### config.mk
export PLATFORM = sky130hd
export DESIGN_NAME = koch_segment_generator
export DESIGN_NICKNAME = d
export VERILOG_FILES = /design/src/hw/rtl/ksg_pkg.sv /design/src/hw/rtl/ksg_ctrl.sv /design/src/hw/rtl/ksg_datapath.sv /design/src/hw/rtl/koch_segment_generator.sv
export SDC_FILE = /design/constraint.sdc
export NUM_CORES = 2
export LEC_CHECK = 0
export BUFFER_PORTS_ARGS = -buffer_cell sky130_fd_sc_hd__buf_2
export CAP_MARGIN = 20
export CORE_UTILIZATION = 50
export DETAILED_ROUTE_END_ITERATION = 10
export PLACE_DENSITY = 0.65
export SLEW_MARGIN = 20
export SYNTH_ARGS = -nofsm -noshare
export SYNTH_HDL_FRONTEND = slang
export SYNTH_SLANG_ARGS = --single-unit
### constraint.sdc
create_clock -name i_clk -period 7 [get_ports i_clk]
set_input_delay 1.4 -clock i_clk [delete_from_list [all_inputs] [get_ports i_clk]]
set_output_delay 1.4 -clock i_clk [all_outputs]
set_load 0.05 [all_outputs]
### src/hw/rtl/ksg_pkg.sv
`timescale 1ns / 1ps
`default_nettype none
// ----------------------------------------------------------------------------
// Koch segment generator package
// Shared widths, configuration register indexes, controller states, the
// command and status bundles between controller and datapath, and the
// power-of-three table used for the step length.
// ----------------------------------------------------------------------------
package ksg_pkg;

    localparam int MAX_DEPTH_DEF = 8;
    localparam int MAX_DEPTH_LIM = 12;

    localparam int COORD_W    = 18;
    localparam int LEN_W      = 17;
    localparam int TRIG_W     = 16;
    localparam int DEPTH_W    = 4;
    localparam int CFG_IDX_W  = 3;
    localparam int CFG_DATA_W = 18;

    localparam int FRAC_W    = 14;
    localparam int POW3_W    = 20;
    localparam int DEN_W     = POW3_W + FRAC_W;
    localparam int PROD_W    = LEN_W + 1 + TRIG_W;
    localparam int MAG_W     = PROD_W - 1;
    localparam int NUM_W     = MAG_W + 1;
    localparam int DIV_CNT_W = 6;
    localparam int VEC_W     = 20;
    localparam int ROTS_W    = 35;
    localparam int TURN_W    = 3;

    localparam logic signed [TRIG_W-1:0] ROT_SIN = 16'sd14189;

    localparam logic [CFG_IDX_W-1:0] CFG_START_X = 3'd0;
    localparam logic [CFG_IDX_W-1:0] CFG_START_Y = 3'd1;
    localparam logic [CFG_IDX_W-1:0] CFG_LENGTH  = 3'd2;
    localparam logic [CFG_IDX_W-1:0] CFG_DIR_COS = 3'd3;
    localparam logic [CFG_IDX_W-1:0] CFG_DIR_SIN = 3'd4;
    localparam logic [CFG_IDX_W-1:0] CFG_DEPTH   = 3'd5;

    typedef enum logic [3:0] {
        S_READY,
        S_MUL,
        S_LOAD,
        S_DIV,
        S_STORE,
        S_ROT1,
        S_ROT2,
        S_ROT3,
        S_EMIT0
    } t_state;

    typedef struct packed {
        logic load;
        logic mul;
        logic sel_y;
        logic div_load;
        logic div_step;
        logic store;
        logic rot1;
        logic rot2;
        logic rot3;
        logic emit;
    } t_dp_cmd;

    typedef struct packed {
        logic last;
    } t_dp_sts;

    function automatic logic [POW3_W-1:0] pow3(input logic [DEPTH_W-1:0] d);
        logic [POW3_W-1:0] v;
        case (d)
            4'd0:    v = 20'd1;
            4'd1:    v = 20'd3;
            4'd2:    v = 20'd9;
            4'd3:    v = 20'd27;
            4'd4:    v = 20'd81;
            4'd5:    v = 20'd243;
            4'd6:    v = 20'd729;
            4'd7:    v = 20'd2187;
            4'd8:    v = 20'd6561;
            4'd9:    v = 20'd19683;
            4'd10:   v = 20'd59049;
            4'd11:   v = 20'd177147;
            4'd12:   v = 20'd531441;
            default: v = 20'd531441;
        endcase
        return v;
    endfunction

endpackage
`default_nettype wire

### src/hw/rtl/ksg_ctrl.sv
`timescale 1ns / 1ps
`default_nettype none
// ----------------------------------------------------------------------------
// Koch segment generator controller
// Sequences the restart setup (step products, bit-serial divisions, rotated
// step vectors) and issues one emit per accepted transfer up to the last segment.
// ----------------------------------------------------------------------------
module ksg_ctrl (
    input  wire logic            i_clk,
    input  wire logic            i_rst_n,
    input  wire logic            i_in_valid,
    input  wire logic            i_restart,
    input  wire logic            i_out_stall,
    input  wire ksg_pkg::t_dp_sts i_sts,
    output logic                 o_in_stall,
    output logic                 o_out_valid,
    output ksg_pkg::t_dp_cmd     o_cmd
);

    ksg_pkg::t_state                r_state;
    ksg_pkg::t_state                n_state;
    logic                           r_sel_y;
    logic [ksg_pkg::DIV_CNT_W-1:0]  r_cnt;
    logic                           r_finished;
    logic                           r_out_valid;
    logic                           w_out_free;
    logic                           w_accept;

    assign w_out_free  = !r_out_valid || !i_out_stall;
    assign o_in_stall  = (r_state != ksg_pkg::S_READY) || !w_out_free;
    assign w_accept    = i_in_valid && !o_in_stall;
    assign o_out_valid = r_out_valid;

    always_comb begin
        n_state = r_state;
        unique case (r_state)
            ksg_pkg::S_READY: begin
                if (w_accept && i_restart) begin
                    n_state = ksg_pkg::S_MUL;
                end
            end
            ksg_pkg::S_MUL:   n_state = ksg_pkg::S_LOAD;
            ksg_pkg::S_LOAD:  n_state = ksg_pkg::S_DIV;
            ksg_pkg::S_DIV: begin
                if (r_cnt == ksg_pkg::DIV_CNT_W'(ksg_pkg::NUM_W - 1)) begin
                    n_state = ksg_pkg::S_STORE;
                end
            end
            ksg_pkg::S_STORE: n_state = r_sel_y ? ksg_pkg::S_ROT1 : ksg_pkg::S_MUL;
            ksg_pkg::S_ROT1:  n_state = ksg_pkg::S_ROT2;
            ksg_pkg::S_ROT2:  n_state = ksg_pkg::S_ROT3;
            ksg_pkg::S_ROT3:  n_state = ksg_pkg::S_EMIT0;
            ksg_pkg::S_EMIT0: begin
                if (w_out_free) begin
                    n_state = ksg_pkg::S_READY;
                end
            end
            default:          n_state = ksg_pkg::S_READY;
        endcase
    end

    always_comb begin
        o_cmd       = '0;
        o_cmd.sel_y = r_sel_y;
        unique case (r_state)
            ksg_pkg::S_READY: begin
                o_cmd.load = w_accept && i_restart;
                o_cmd.emit = w_accept && !i_restart && !r_finished;
            end
            ksg_pkg::S_MUL:   o_cmd.mul      = 1'b1;
            ksg_pkg::S_LOAD:  o_cmd.div_load = 1'b1;
            ksg_pkg::S_DIV:   o_cmd.div_step = 1'b1;
            ksg_pkg::S_STORE: o_cmd.store    = 1'b1;
            ksg_pkg::S_ROT1:  o_cmd.rot1     = 1'b1;
            ksg_pkg::S_ROT2:  o_cmd.rot2     = 1'b1;
            ksg_pkg::S_ROT3:  o_cmd.rot3     = 1'b1;
            ksg_pkg::S_EMIT0: o_cmd.emit     = w_out_free;
            default: begin
            end
        endcase
    end

    always_ff @(posedge i_clk) begin
        if (!i_rst_n) begin
            r_state     <= ksg_pkg::S_READY;
            r_sel_y     <= 1'b0;
            r_cnt       <= '0;
            r_finished  <= 1'b1;
            r_out_valid <= 1'b0;
        end else begin
            r_state <= n_state;
            if (o_cmd.load) begin
                r_sel_y <= 1'b0;
            end else if (o_cmd.store) begin
                r_sel_y <= 1'b1;
            end
            if (o_cmd.div_load) begin
                r_cnt <= '0;
            end else if (o_cmd.div_step) begin
                r_cnt <= r_cnt + 1'b1;
            end
            if (o_cmd.load) begin
                r_finished <= 1'b0;
            end else if (o_cmd.emit) begin
                r_finished <= i_sts.last;
            end
            if (o_cmd.emit) begin
                r_out_valid <= 1'b1;
            end else if (!i_out_stall) begin
                r_out_valid <= 1'b0;
            end
        end
    end

endmodule
`default_nettype wire

### src/hw/rtl/ksg_datapath.sv
`timescale 1ns / 1ps
`default_nettype none
// ----------------------------------------------------------------------------
// Koch segment generator datapath
// Holds the configuration registers, the step multiplier and restoring
// divider, the rotated step vectors, the pen and the segment index, and the
// segment output register.
// ----------------------------------------------------------------------------
module ksg_datapath #(
    parameter int MAX_DEPTH = ksg_pkg::MAX_DEPTH_DEF
) (
    input  wire logic                                i_clk,
    input  wire logic                                i_rst_n,
    input  wire logic                                i_cfg_we,
    input  wire logic [ksg_pkg::CFG_IDX_W-1:0]       i_cfg_index,
    input  wire logic [ksg_pkg::CFG_DATA_W-1:0]      i_cfg_data,
    input  wire ksg_pkg::t_dp_cmd                    i_cmd,
    output ksg_pkg::t_dp_sts                         o_sts,
    output logic signed [ksg_pkg::COORD_W-1:0]       o_seg_x0,
    output logic signed [ksg_pkg::COORD_W-1:0]       o_seg_y0,
    output logic signed [ksg_pkg::COORD_W-1:0]       o_seg_x1,
    output logic signed [ksg_pkg::COORD_W-1:0]       o_seg_y1,
    output logic                                     o_last_segment
);

    localparam int IDX_W = 2 * MAX_DEPTH;
    localparam int SUM_W = ksg_pkg::COORD_W + 3;

    function automatic logic signed [ksg_pkg::VEC_W-1:0] rnd14(
        input logic signed [ksg_pkg::ROTS_W-1:0] v
    );
        logic signed [ksg_pkg::ROTS_W-1:0] t;
        t = v + (v[ksg_pkg::ROTS_W-1] ? 35'sd8191 : 35'sd8192);
        return t[ksg_pkg::FRAC_W +: ksg_pkg::VEC_W];
    endfunction

    function automatic logic signed [ksg_pkg::COORD_W-1:0] sat18(
        input logic signed [SUM_W-1:0] v
    );
        logic signed [ksg_pkg::COORD_W-1:0] r;
        if (v > SUM_W'(131071)) begin
            r = 18'sd131071;
        end else if (v < -SUM_W'(131072)) begin
            r = -18'sd131072;
        end else begin
            r = v[ksg_pkg::COORD_W-1:0];
        end
        return r;
    endfunction

    logic signed [ksg_pkg::COORD_W-1:0]  r_start_x;
    logic signed [ksg_pkg::COORD_W-1:0]  r_start_y;
    logic        [ksg_pkg::LEN_W-1:0]    r_len;
    logic signed [ksg_pkg::TRIG_W-1:0]   r_cos;
    logic signed [ksg_pkg::TRIG_W-1:0]   r_sin;
    logic        [ksg_pkg::DEPTH_W-1:0]  r_depth;

    logic        [ksg_pkg::DEPTH_W-1:0]  w_depth_cl;
    logic        [ksg_pkg::POW3_W-1:0]   r_pow3;
    logic        [IDX_W-1:0]             r_last_idx;

    logic signed [ksg_pkg::COORD_W-1:0]  w_mul_a;
    logic signed [ksg_pkg::TRIG_W-1:0]   w_mul_b;
    logic signed [ksg_pkg::PROD_W-1:0]   w_prod;
    logic signed [ksg_pkg::PROD_W-1:0]   r_prod;
    logic        [ksg_pkg::PROD_W-1:0]   w_abs;
    logic        [ksg_pkg::NUM_W-1:0]    w_dividend;

    logic                                r_neg;
    logic        [ksg_pkg::NUM_W-1:0]    r_quo;
    logic        [ksg_pkg::DEN_W-1:0]    r_rem;
    logic        [ksg_pkg::DEN_W-1:0]    w_den;
    logic        [ksg_pkg::DEN_W:0]      w_trial;
    logic        [ksg_pkg::DEN_W:0]      w_diff;
    logic                                w_qbit;
    logic signed [ksg_pkg::COORD_W-1:0]  w_step_sat;

    logic signed [ksg_pkg::COORD_W-1:0]  r_step_x;
    logic signed [ksg_pkg::COORD_W-1:0]  r_step_y;
    logic signed [ksg_pkg::PROD_W-1:0]   r_px;
    logic signed [ksg_pkg::PROD_W-1:0]   r_py;
    logic signed [ksg_pkg::ROTS_W-1:0]   w_sx13;
    logic signed [ksg_pkg::ROTS_W-1:0]   w_sy13;
    logic signed [ksg_pkg::ROTS_W-1:0]   w_pxe;
    logic signed [ksg_pkg::ROTS_W-1:0]   w_pye;
    logic signed [ksg_pkg::ROTS_W-1:0]   r_s_dx1;
    logic signed [ksg_pkg::ROTS_W-1:0]   r_s_dy1;
    logic signed [ksg_pkg::ROTS_W-1:0]   r_s_dx2;
    logic signed [ksg_pkg::ROTS_W-1:0]   r_s_dy2;
    logic signed [ksg_pkg::VEC_W-1:0]    r_r1x;
    logic signed [ksg_pkg::VEC_W-1:0]    r_r1y;
    logic signed [ksg_pkg::VEC_W-1:0]    r_r2x;
    logic signed [ksg_pkg::VEC_W-1:0]    r_r2y;

    logic signed [ksg_pkg::COORD_W-1:0]  r_pen_x;
    logic signed [ksg_pkg::COORD_W-1:0]  r_pen_y;
    logic        [IDX_W-1:0]             r_idx;
    logic        [ksg_pkg::TURN_W-1:0]   r_turn;
    logic        [ksg_pkg::TURN_W-1:0]   n_turn;
    logic        [1:0]                   w_digit;
    logic        [ksg_pkg::TURN_W:0]     w_turn_sum;
    logic        [ksg_pkg::TURN_W-1:0]   w_delta;

    logic signed [ksg_pkg::VEC_W-1:0]    w_vx;
    logic signed [ksg_pkg::VEC_W-1:0]    w_vy;
    logic                                w_vneg;
    logic signed [SUM_W-1:0]             w_dx;
    logic signed [SUM_W-1:0]             w_dy;
    logic signed [ksg_pkg::COORD_W-1:0]  w_x1;
    logic signed [ksg_pkg::COORD_W-1:0]  w_y1;
    logic                                w_last;

    always_ff @(posedge i_clk) begin
        if (!i_rst_n) begin
            r_start_x <= '0;
            r_start_y <= '0;
            r_len     <= '0;
            r_cos     <= 16'sd16384;
            r_sin     <= '0;
            r_depth   <= '0;
        end else if (i_cfg_we) begin
            unique case (i_cfg_index)
                ksg_pkg::CFG_START_X: r_start_x <= i_cfg_data;
                ksg_pkg::CFG_START_Y: r_start_y <= i_cfg_data;
                ksg_pkg::CFG_LENGTH:  r_len     <= i_cfg_data[ksg_pkg::LEN_W-1:0];
                ksg_pkg::CFG_DIR_COS: r_cos     <= i_cfg_data[ksg_pkg::TRIG_W-1:0];
                ksg_pkg::CFG_DIR_SIN: r_sin     <= i_cfg_data[ksg_pkg::TRIG_W-1:0];
                ksg_pkg::CFG_DEPTH:   r_depth   <= i_cfg_data[ksg_pkg::DEPTH_W-1:0];
                default: begin
                end
            endcase
        end
    end

    assign w_depth_cl = (int'(r_depth) > MAX_DEPTH) ? ksg_pkg::DEPTH_W'(MAX_DEPTH) : r_depth;

    assign w_mul_a    = $signed({1'b0, r_len});
    assign w_mul_b    = i_cmd.sel_y ? r_sin : r_cos;
    assign w_prod     = w_mul_a * w_mul_b;
    assign w_abs      = r_prod[ksg_pkg::PROD_W-1] ? ksg_pkg::PROD_W'(-r_prod)
                                                  : ksg_pkg::PROD_W'(r_prod);
    assign w_dividend = {1'b0, w_abs[ksg_pkg::MAG_W-1:0]}
                      + {1'b0, r_pow3, {(ksg_pkg::FRAC_W-1){1'b0}}};

    assign w_den   = {r_pow3, {ksg_pkg::FRAC_W{1'b0}}};
    assign w_trial = {r_rem, r_quo[ksg_pkg::NUM_W-1]};
    assign w_diff  = w_trial - {1'b0, w_den};
    assign w_qbit  = (w_trial >= {1'b0, w_den});

    always_comb begin
        if (!r_neg) begin
            if (r_quo > ksg_pkg::NUM_W'(131071)) begin
                w_step_sat = 18'sd131071;
            end else begin
                w_step_sat = r_quo[ksg_pkg::COORD_W-1:0];
            end
        end else begin
            if (r_quo > ksg_pkg::NUM_W'(131072)) begin
                w_step_sat = -18'sd131072;
            end else begin
                w_step_sat = -$signed(r_quo[ksg_pkg::COORD_W-1:0]);
            end
        end
    end

    always_ff @(posedge i_clk) begin
        if (i_cmd.load) begin
            r_pow3     <= ksg_pkg::pow3(w_depth_cl);
            r_last_idx <= ~({IDX_W{1'b1}} << {w_depth_cl, 1'b0});
        end
        if (i_cmd.mul) begin
            r_prod <= w_prod;
        end
        if (i_cmd.div_load) begin
            r_neg <= r_prod[ksg_pkg::PROD_W-1];
            r_quo <= w_dividend;
            r_rem <= '0;
        end else if (i_cmd.div_step) begin
            r_quo <= {r_quo[ksg_pkg::NUM_W-2:0], w_qbit};
            r_rem <= w_qbit ? w_diff[ksg_pkg::DEN_W-1:0] : w_trial[ksg_pkg::DEN_W-1:0];
        end
        if (i_cmd.store) begin
            if (i_cmd.sel_y) begin
                r_step_y <= w_step_sat;
            end else begin
                r_step_x <= w_step_sat;
            end
        end
    end

    assign w_sx13 = {{4{r_step_x[ksg_pkg::COORD_W-1]}}, r_step_x, 13'b0};
    assign w_sy13 = {{4{r_step_y[ksg_pkg::COORD_W-1]}}, r_step_y, 13'b0};
    assign w_pxe  = {r_px[ksg_pkg::PROD_W-1], r_px};
    assign w_pye  = {r_py[ksg_pkg::PROD_W-1], r_py};

    always_ff @(posedge i_clk) begin
        if (i_cmd.rot1) begin
            r_px <= r_step_x * ksg_pkg::ROT_SIN;
            r_py <= r_step_y * ksg_pkg::ROT_SIN;
        end
        if (i_cmd.rot2) begin
            r_s_dx1 <= w_sx13 - w_pye;
            r_s_dy1 <= w_pxe + w_sy13;
            r_s_dx2 <= -w_sx13 - w_pye;
            r_s_dy2 <= w_pxe - w_sy13;
        end
        if (i_cmd.rot3) begin
            r_r1x <= rnd14(r_s_dx1);
            r_r1y <= rnd14(r_s_dy1);
            r_r2x <= rnd14(r_s_dx2);
            r_r2y <= rnd14(r_s_dy2);
        end
    end

    always_comb begin
        case (r_turn) inside
            3'd1, 3'd4: begin
                w_vx = r_r1x;
                w_vy = r_r1y;
            end
            3'd2, 3'd5: begin
                w_vx = r_r2x;
                w_vy = r_r2y;
            end
            default: begin
                w_vx = ksg_pkg::VEC_W'(r_step_x);
                w_vy = ksg_pkg::VEC_W'(r_step_y);
            end
        endcase
    end

    assign w_vneg = (r_turn >= 3'd3);
    assign w_dx   = w_vneg ? -SUM_W'(w_vx) : SUM_W'(w_vx);
    assign w_dy   = w_vneg ? -SUM_W'(w_vy) : SUM_W'(w_vy);
    assign w_x1   = sat18(SUM_W'(r_pen_x) + w_dx);
    assign w_y1   = sat18(SUM_W'(r_pen_y) + w_dy);
    assign w_last = (r_idx == r_last_idx);

    // The lowest base-4 digit that is not three is the one the increment bumps.
    always_comb begin
        w_digit = 2'd0;
        for (int j = MAX_DEPTH - 1; j >= 0; j--) begin
            if (r_idx[2*j +: 2] != 2'd3) begin
                w_digit = r_idx[2*j +: 2];
            end
        end
        case (w_digit)
            2'd1:    w_delta = 3'd2;
            default: w_delta = 3'd5;
        endcase
        w_turn_sum = {1'b0, r_turn} + {1'b0, w_delta};
        if (w_turn_sum >= 4'd6) begin
            n_turn = ksg_pkg::TURN_W'(w_turn_sum - 4'd6);
        end else begin
            n_turn = w_turn_sum[ksg_pkg::TURN_W-1:0];
        end
    end

    always_ff @(posedge i_clk) begin
        if (i_cmd.load) begin
            r_pen_x <= r_start_x;
            r_pen_y <= r_start_y;
            r_idx   <= '0;
            r_turn  <= '0;
        end else if (i_cmd.emit) begin
            r_pen_x <= w_x1;
            r_pen_y <= w_y1;
            if (!w_last) begin
                r_idx  <= r_idx + 1'b1;
                r_turn <= n_turn;
            end
        end
        if (i_cmd.emit) begin
            o_seg_x0       <= r_pen_x;
            o_seg_y0       <= r_pen_y;
            o_seg_x1       <= w_x1;
            o_seg_y1       <= w_y1;
            o_last_segment <= w_last;
        end
    end

    assign o_sts.last = w_last;

endmodule
`default_nettype wire

### src/hw/rtl/koch_segment_generator.sv
`timescale 1ns / 1ps
`default_nettype none
// ----------------------------------------------------------------------------
// Koch segment generator
// Emits the leaf segments of a Koch curve in drawing order, one per transfer.
//
// A restart transfer latches the start point and depth and computes the leaf
// step from the length and direction. The setup runs the bit-serial divider
// once for each step component, then passes through the ROT1, ROT2 and ROT3
// states to precompute the step rotated by 60 and 120 degrees, and ends by
// emitting segment 0. After that every further transfer yields the next
// segment in the next cycle, so segments stream at one per cycle while the
// output is taken. A transfer that is not a restart after the final segment
// yields nothing. Configuration is only used by a restart and its setup.
// ----------------------------------------------------------------------------
module koch_segment_generator #(
    parameter int MAX_DEPTH = ksg_pkg::MAX_DEPTH_DEF
) (
    input  wire logic                             i_clk,
    input  wire logic                             i_rst_n,
    input  wire logic                             i_cfg_we,
    input  wire logic [ksg_pkg::CFG_IDX_W-1:0]    i_cfg_index,
    input  wire logic [ksg_pkg::CFG_DATA_W-1:0]   i_cfg_data,
    input  wire logic                             i_in_valid,
    output logic                                  o_in_stall,
    input  wire logic                             i_restart,
    output logic                                  o_out_valid,
    input  wire logic                             i_out_stall,
    output logic signed [ksg_pkg::COORD_W-1:0]    o_seg_x0,
    output logic signed [ksg_pkg::COORD_W-1:0]    o_seg_y0,
    output logic signed [ksg_pkg::COORD_W-1:0]    o_seg_x1,
    output logic signed [ksg_pkg::COORD_W-1:0]    o_seg_y1,
    output logic                                  o_last_segment
);

    ksg_pkg::t_dp_cmd w_cmd;
    ksg_pkg::t_dp_sts w_sts;

    ksg_ctrl u_ctrl (
        .i_clk       (i_clk),
        .i_rst_n     (i_rst_n),
        .i_in_valid  (i_in_valid),
        .i_restart   (i_restart),
        .i_out_stall (i_out_stall),
        .i_sts       (w_sts),
        .o_in_stall  (o_in_stall),
        .o_out_valid (o_out_valid),
        .o_cmd       (w_cmd)
    );

    ksg_datapath #(
        .MAX_DEPTH (MAX_DEPTH)
    ) u_datapath (
        .i_clk          (i_clk),
        .i_rst_n        (i_rst_n),
        .i_cfg_we       (i_cfg_we),
        .i_cfg_index    (i_cfg_index),
        .i_cfg_data     (i_cfg_data),
        .i_cmd          (w_cmd),
        .o_sts          (w_sts),
        .o_seg_x0       (o_seg_x0),
        .o_seg_y0       (o_seg_y0),
        .o_seg_x1       (o_seg_x1),
        .o_seg_y1       (o_seg_y1),
        .o_last_segment (o_last_segment)
    );

endmodule
`default_nettype wire

==> run summary <==
Run status - finished clean
Gate count after technology mapping - 5849
Initial standard-cell utilization of the core - 50.7%
Ports - 102
Setup violations, final - 0
Biggest cell delay along the critical path - 0.55 ns
DRC Markers - 0
Area share of the largest cell type after synthesis - 25.8%
Number of antenna violations at the first check in global routing - 2
Worst voltage drop across the vdd grid - 510 uV
Most frequently used flop master after synthesis - sky130_fd_sc_hd__edfxtp_1
Pre-CTS WS - 0.0756 ns
Maximum net fanout on the critical path - 17
EDFF count, synth - 501
Req. time, crit path - 7.40 ns
Final hold vios - 0
Root Buffer - sky130_fd_sc_hd__clkbuf_16
Number of buffers created by CTS - 78
Class of the tightest hold or removal check - reg -> reg
Number of placed instances, taps included - 7444
Netlist Area Pre-Place - 58300 um^2
Synthesized area per cell - 9.96 um^2
Post-Layout Inst Area - 63900 um^2
First-pass GRT wire length - 232 mm
Final hold slack - 0.410 ns
Port Buffer Count - 101
Area growth syn-to-layout - 9.67%
Post-route setup TNS - 0 ns
Critical path type - reg -> reg
Number of clock sinks - 656
GRT Total Usage - 25.0%
Share of synthesized registers carrying an async set or reset - 0%
Pin count of the biggest net entering global routing - 75
Most used standard cells in the synthesized netlist - 833 x sky130_fd_sc_hd__inv_1, 615 x sky130_fd_sc_hd__ha_1, 555 x sky130_fd_sc_hd__nand2_1
Fraction of final layout cells with drive strength greater than 1 - 7.81%
Clock-pin slew on the worst setup and hold paths - 0.07 ns
First drt pass iteration count - 5
Via total after detailed routing - 42300
Pin slew with the least headroom to its limit - 1.21 ns
HPWL after DPL - 116 mm
Cell leakage power - 28.3 nW
Final worst setup slack - 0.248 ns
Endpoint kind of the worst setup timing path - register
Launching element type of the critical path - register
Pwr Density - 353 nW/um^2
Yosys cell types - 91
Die Footprint - 118000 um^2
Worst setup skew after layout - 0.0445 ns
Post-layout net count - 7145
Post-route ant nets - 0
Total congestion overflow - 0
Die height - 343 um
Post-layout instance count excluding filler cells - 7591
Wire length per cell - 19.4 um
Count of antenna diodes in the layout - 0
Clock tree buffer depth - 3
CP dominant cell by count - sky130_fd_sc_hd__fa_1
Max transition margin - 17.3%
Number of maximum-capacitance constraint violations - 0
Core Box Area - 115000 um^2
Arrival time of data at the critical path endpoint - 7.15 ns
Cells traversed along the worst timing path - buf_12 > mux2i_1 > buf_12 > nor2b_1 > fa_1 > inv_1 > fa_1 > fa_1 > fa_1 > inv_1 > fa_1 > fa_1 > ha_1 > a21oi_1 > a21boi_0 > or2_2 > a21oi_2 > o2111ai_2 > a31oi_2 > o211ai_1 > nor2b_1 > a311oi_2 > xnor2_1
Total chip power - 22.6 mW
Via-per-instance ratio - 5.58
Detailed Route WL - 147 mm
Slowest stage cell, crit path - sky130_fd_sc_hd__fa_1
Routability-driven placement congestion ratio - 0.915
Final count of pins violating max slew - 0
Final Critical Period - 6.75 ns
Count of H-tree levels built during CTS - 3
Most area-hungry cell type in the Yosys netlist - sky130_fd_sc_hd__edfxtp_1
Die boundary width - 343 um
Final cycle utilization of the critical path - 96.5%
Fraction of the core area covered by cells at the end of the flow - 55.6%
Sequential fraction of the synthesis area - 31.1%
FILL cells - 10100
Ys Warns - 0
Cell types with the largest area share after synthesis - sky130_fd_sc_hd__edfxtp_1 26%, sky130_fd_sc_hd__fa_1 17%, sky130_fd_sc_hd__ha_1 13%, sky130_fd_sc_hd__inv_1 5.4%, sky130_fd_sc_hd__dfxtp_1 5.3%
Post-DP Area - 61100 um^2
Flip-flop and latch count after synthesis - 656
Via count of the first global-routing pass - 42600
Clock latency of the later-clocked register in the worst-skew pair - 0.67 ns
Cts-stage hold buffer count - 0
Maximum operating frequency - 0.148 GHz
DRC marker count from the first detailed-route iteration - 2803
CTS tree - built
Most used standard cell by instance count after synthesis - sky130_fd_sc_hd__inv_1
Cell Rows - 124
==> registers in the layout, summed over array words and instances (netlist names), 20 cells and up <==
name                flops
u_datapath.r_py        33
u_datapath.r_r2x       20
u_datapath.r_r2y       20
u_datapath.r_px        33
u_datapath.r_s_dy1     20
u_datapath.r_s_dx1     31
u_datapath.r_r1y       20
u_datapath.r_s_dy2     34
u_datapath.r_quo       34
u_datapath.r_rem       34
u_datapath.r_r1x       20
u_datapath.r_prod      34
u_datapath.r_s_dx2     35
==> repair_timing <==
action                                 in CTS  in global routing
resized for setup                           0                 13
endpoints found under the hold margin       0                  0
setup buffers                               0                  1
setup endpoints to repair                   0                 11
==> worst max-delay path, delay by kind of cell (launching register included) <==
| kind | cells | cell delay, ns |
|---|---|---|
| fa+ha+maj | 7 | 3.31 |
| flops | 1 | 0.37 |
| compound gates | 7 | 1.36 |
| xor+xnor | 1 | 0.10 |
| buf+inv | 4 | 0.47 |
| simple gates | 3 | 0.57 |
| mux | 1 | 0.31 |
==> routing by layer <==
layer  GRT usage, %  wire length, um  vias to the layer above
met5              0                0                        -
met4           8.14             4700                        0
met3           3.39             7440                      245
met2           42.8            71700                     1039
met1           32.7            63200                    20900
li1               -                -                    20200
==> power breakdown <==
part / internal (mW) / switching, mW / total, mW
logic: 4.92 / 7.46 / 12.4
clock network: 2.49 / 1.80 / 4.28
registers: 5.49 / 0.399 / 5.89
==> final timing paths <==
check	start	end	slack [ns]	depth (start not counted)
hold / removal	u_datapath.r_px[7]$_DFFE_PP_	u_datapath.r_s_dy2[7]$_DFFE_PN_	0.41	0
hold reg to reg	u_datapath.r_px[7]$_DFFE_PP_	u_datapath.r_s_dy2[7]$_DFFE_PN_	0.41	0
setup reg to reg	u_ctrl.r_sel_y$_SDFFE_PP0P_	u_datapath.r_prod[33]$_DFFE_PP_	0.25	23
setup / recovery	u_ctrl.r_sel_y$_SDFFE_PP0P_	u_datapath.r_prod[33]$_DFFE_PP_	0.25	23
==> layout make-up <==
cell class                      count  area (um^2)  area share [%]
Tap cell                         1512         1890            2.96
Timing Repair Buffer              238         1590            2.49
Inverter                          835         3130            4.90
Clock inverter                     49          604           0.946
Clock buffer                       96         2080            3.26
Multi-Input combinational cell   4205        36400            57.0
Sequential cell                   656        18100            28.4
==> kinds of logic after synthesis <==
logic type | count (synthesis) | share of synthesized area, %
compound gates | 1080 | 12.2
mux | 49 | 0.906
fa+ha+maj | 1104 | 30.0
xor+xnor | 405 | 6.10
other cells | 1 | 0.00644
buf+inv | 989 | 6.55
simple gates | 1565 | 13.1
flops | 656 | 31.1
==> cells in the final DEF, fill, tap and decap left out, drive strengths merged, types with 26 or more instances in the layout <==
| master | instances |
|---|---|
| or3 | 55 |
| edfxtp | 501 |
| xnor2 | 264 |
| a22o | 26 |
| xor2 | 141 |
| and2 | 94 |
| a21boi | 99 |
| mux2 | 30 |
| buf | 237 |
| nand2b | 67 |
| o21bai | 30 |
| inv | 843 |
| a211oi | 39 |
| nor2 | 298 |
| clkinv | 28 |
| a21oi | 267 |
| o31ai | 26 |
| nor2b | 122 |
| a21o | 98 |
| nand2 | 558 |
| clkbuf | 97 |
| dfxtp | 155 |
| fa | 489 |
| nand4 | 40 |
| ha | 615 |
| o21ai | 224 |
| nand3 | 84 |
| o21a | 53 |
| nor4 | 29 |
| nor3 | 100 |
| and3 | 34 |
No activity file was read; power rests on OpenSTA's default activity.
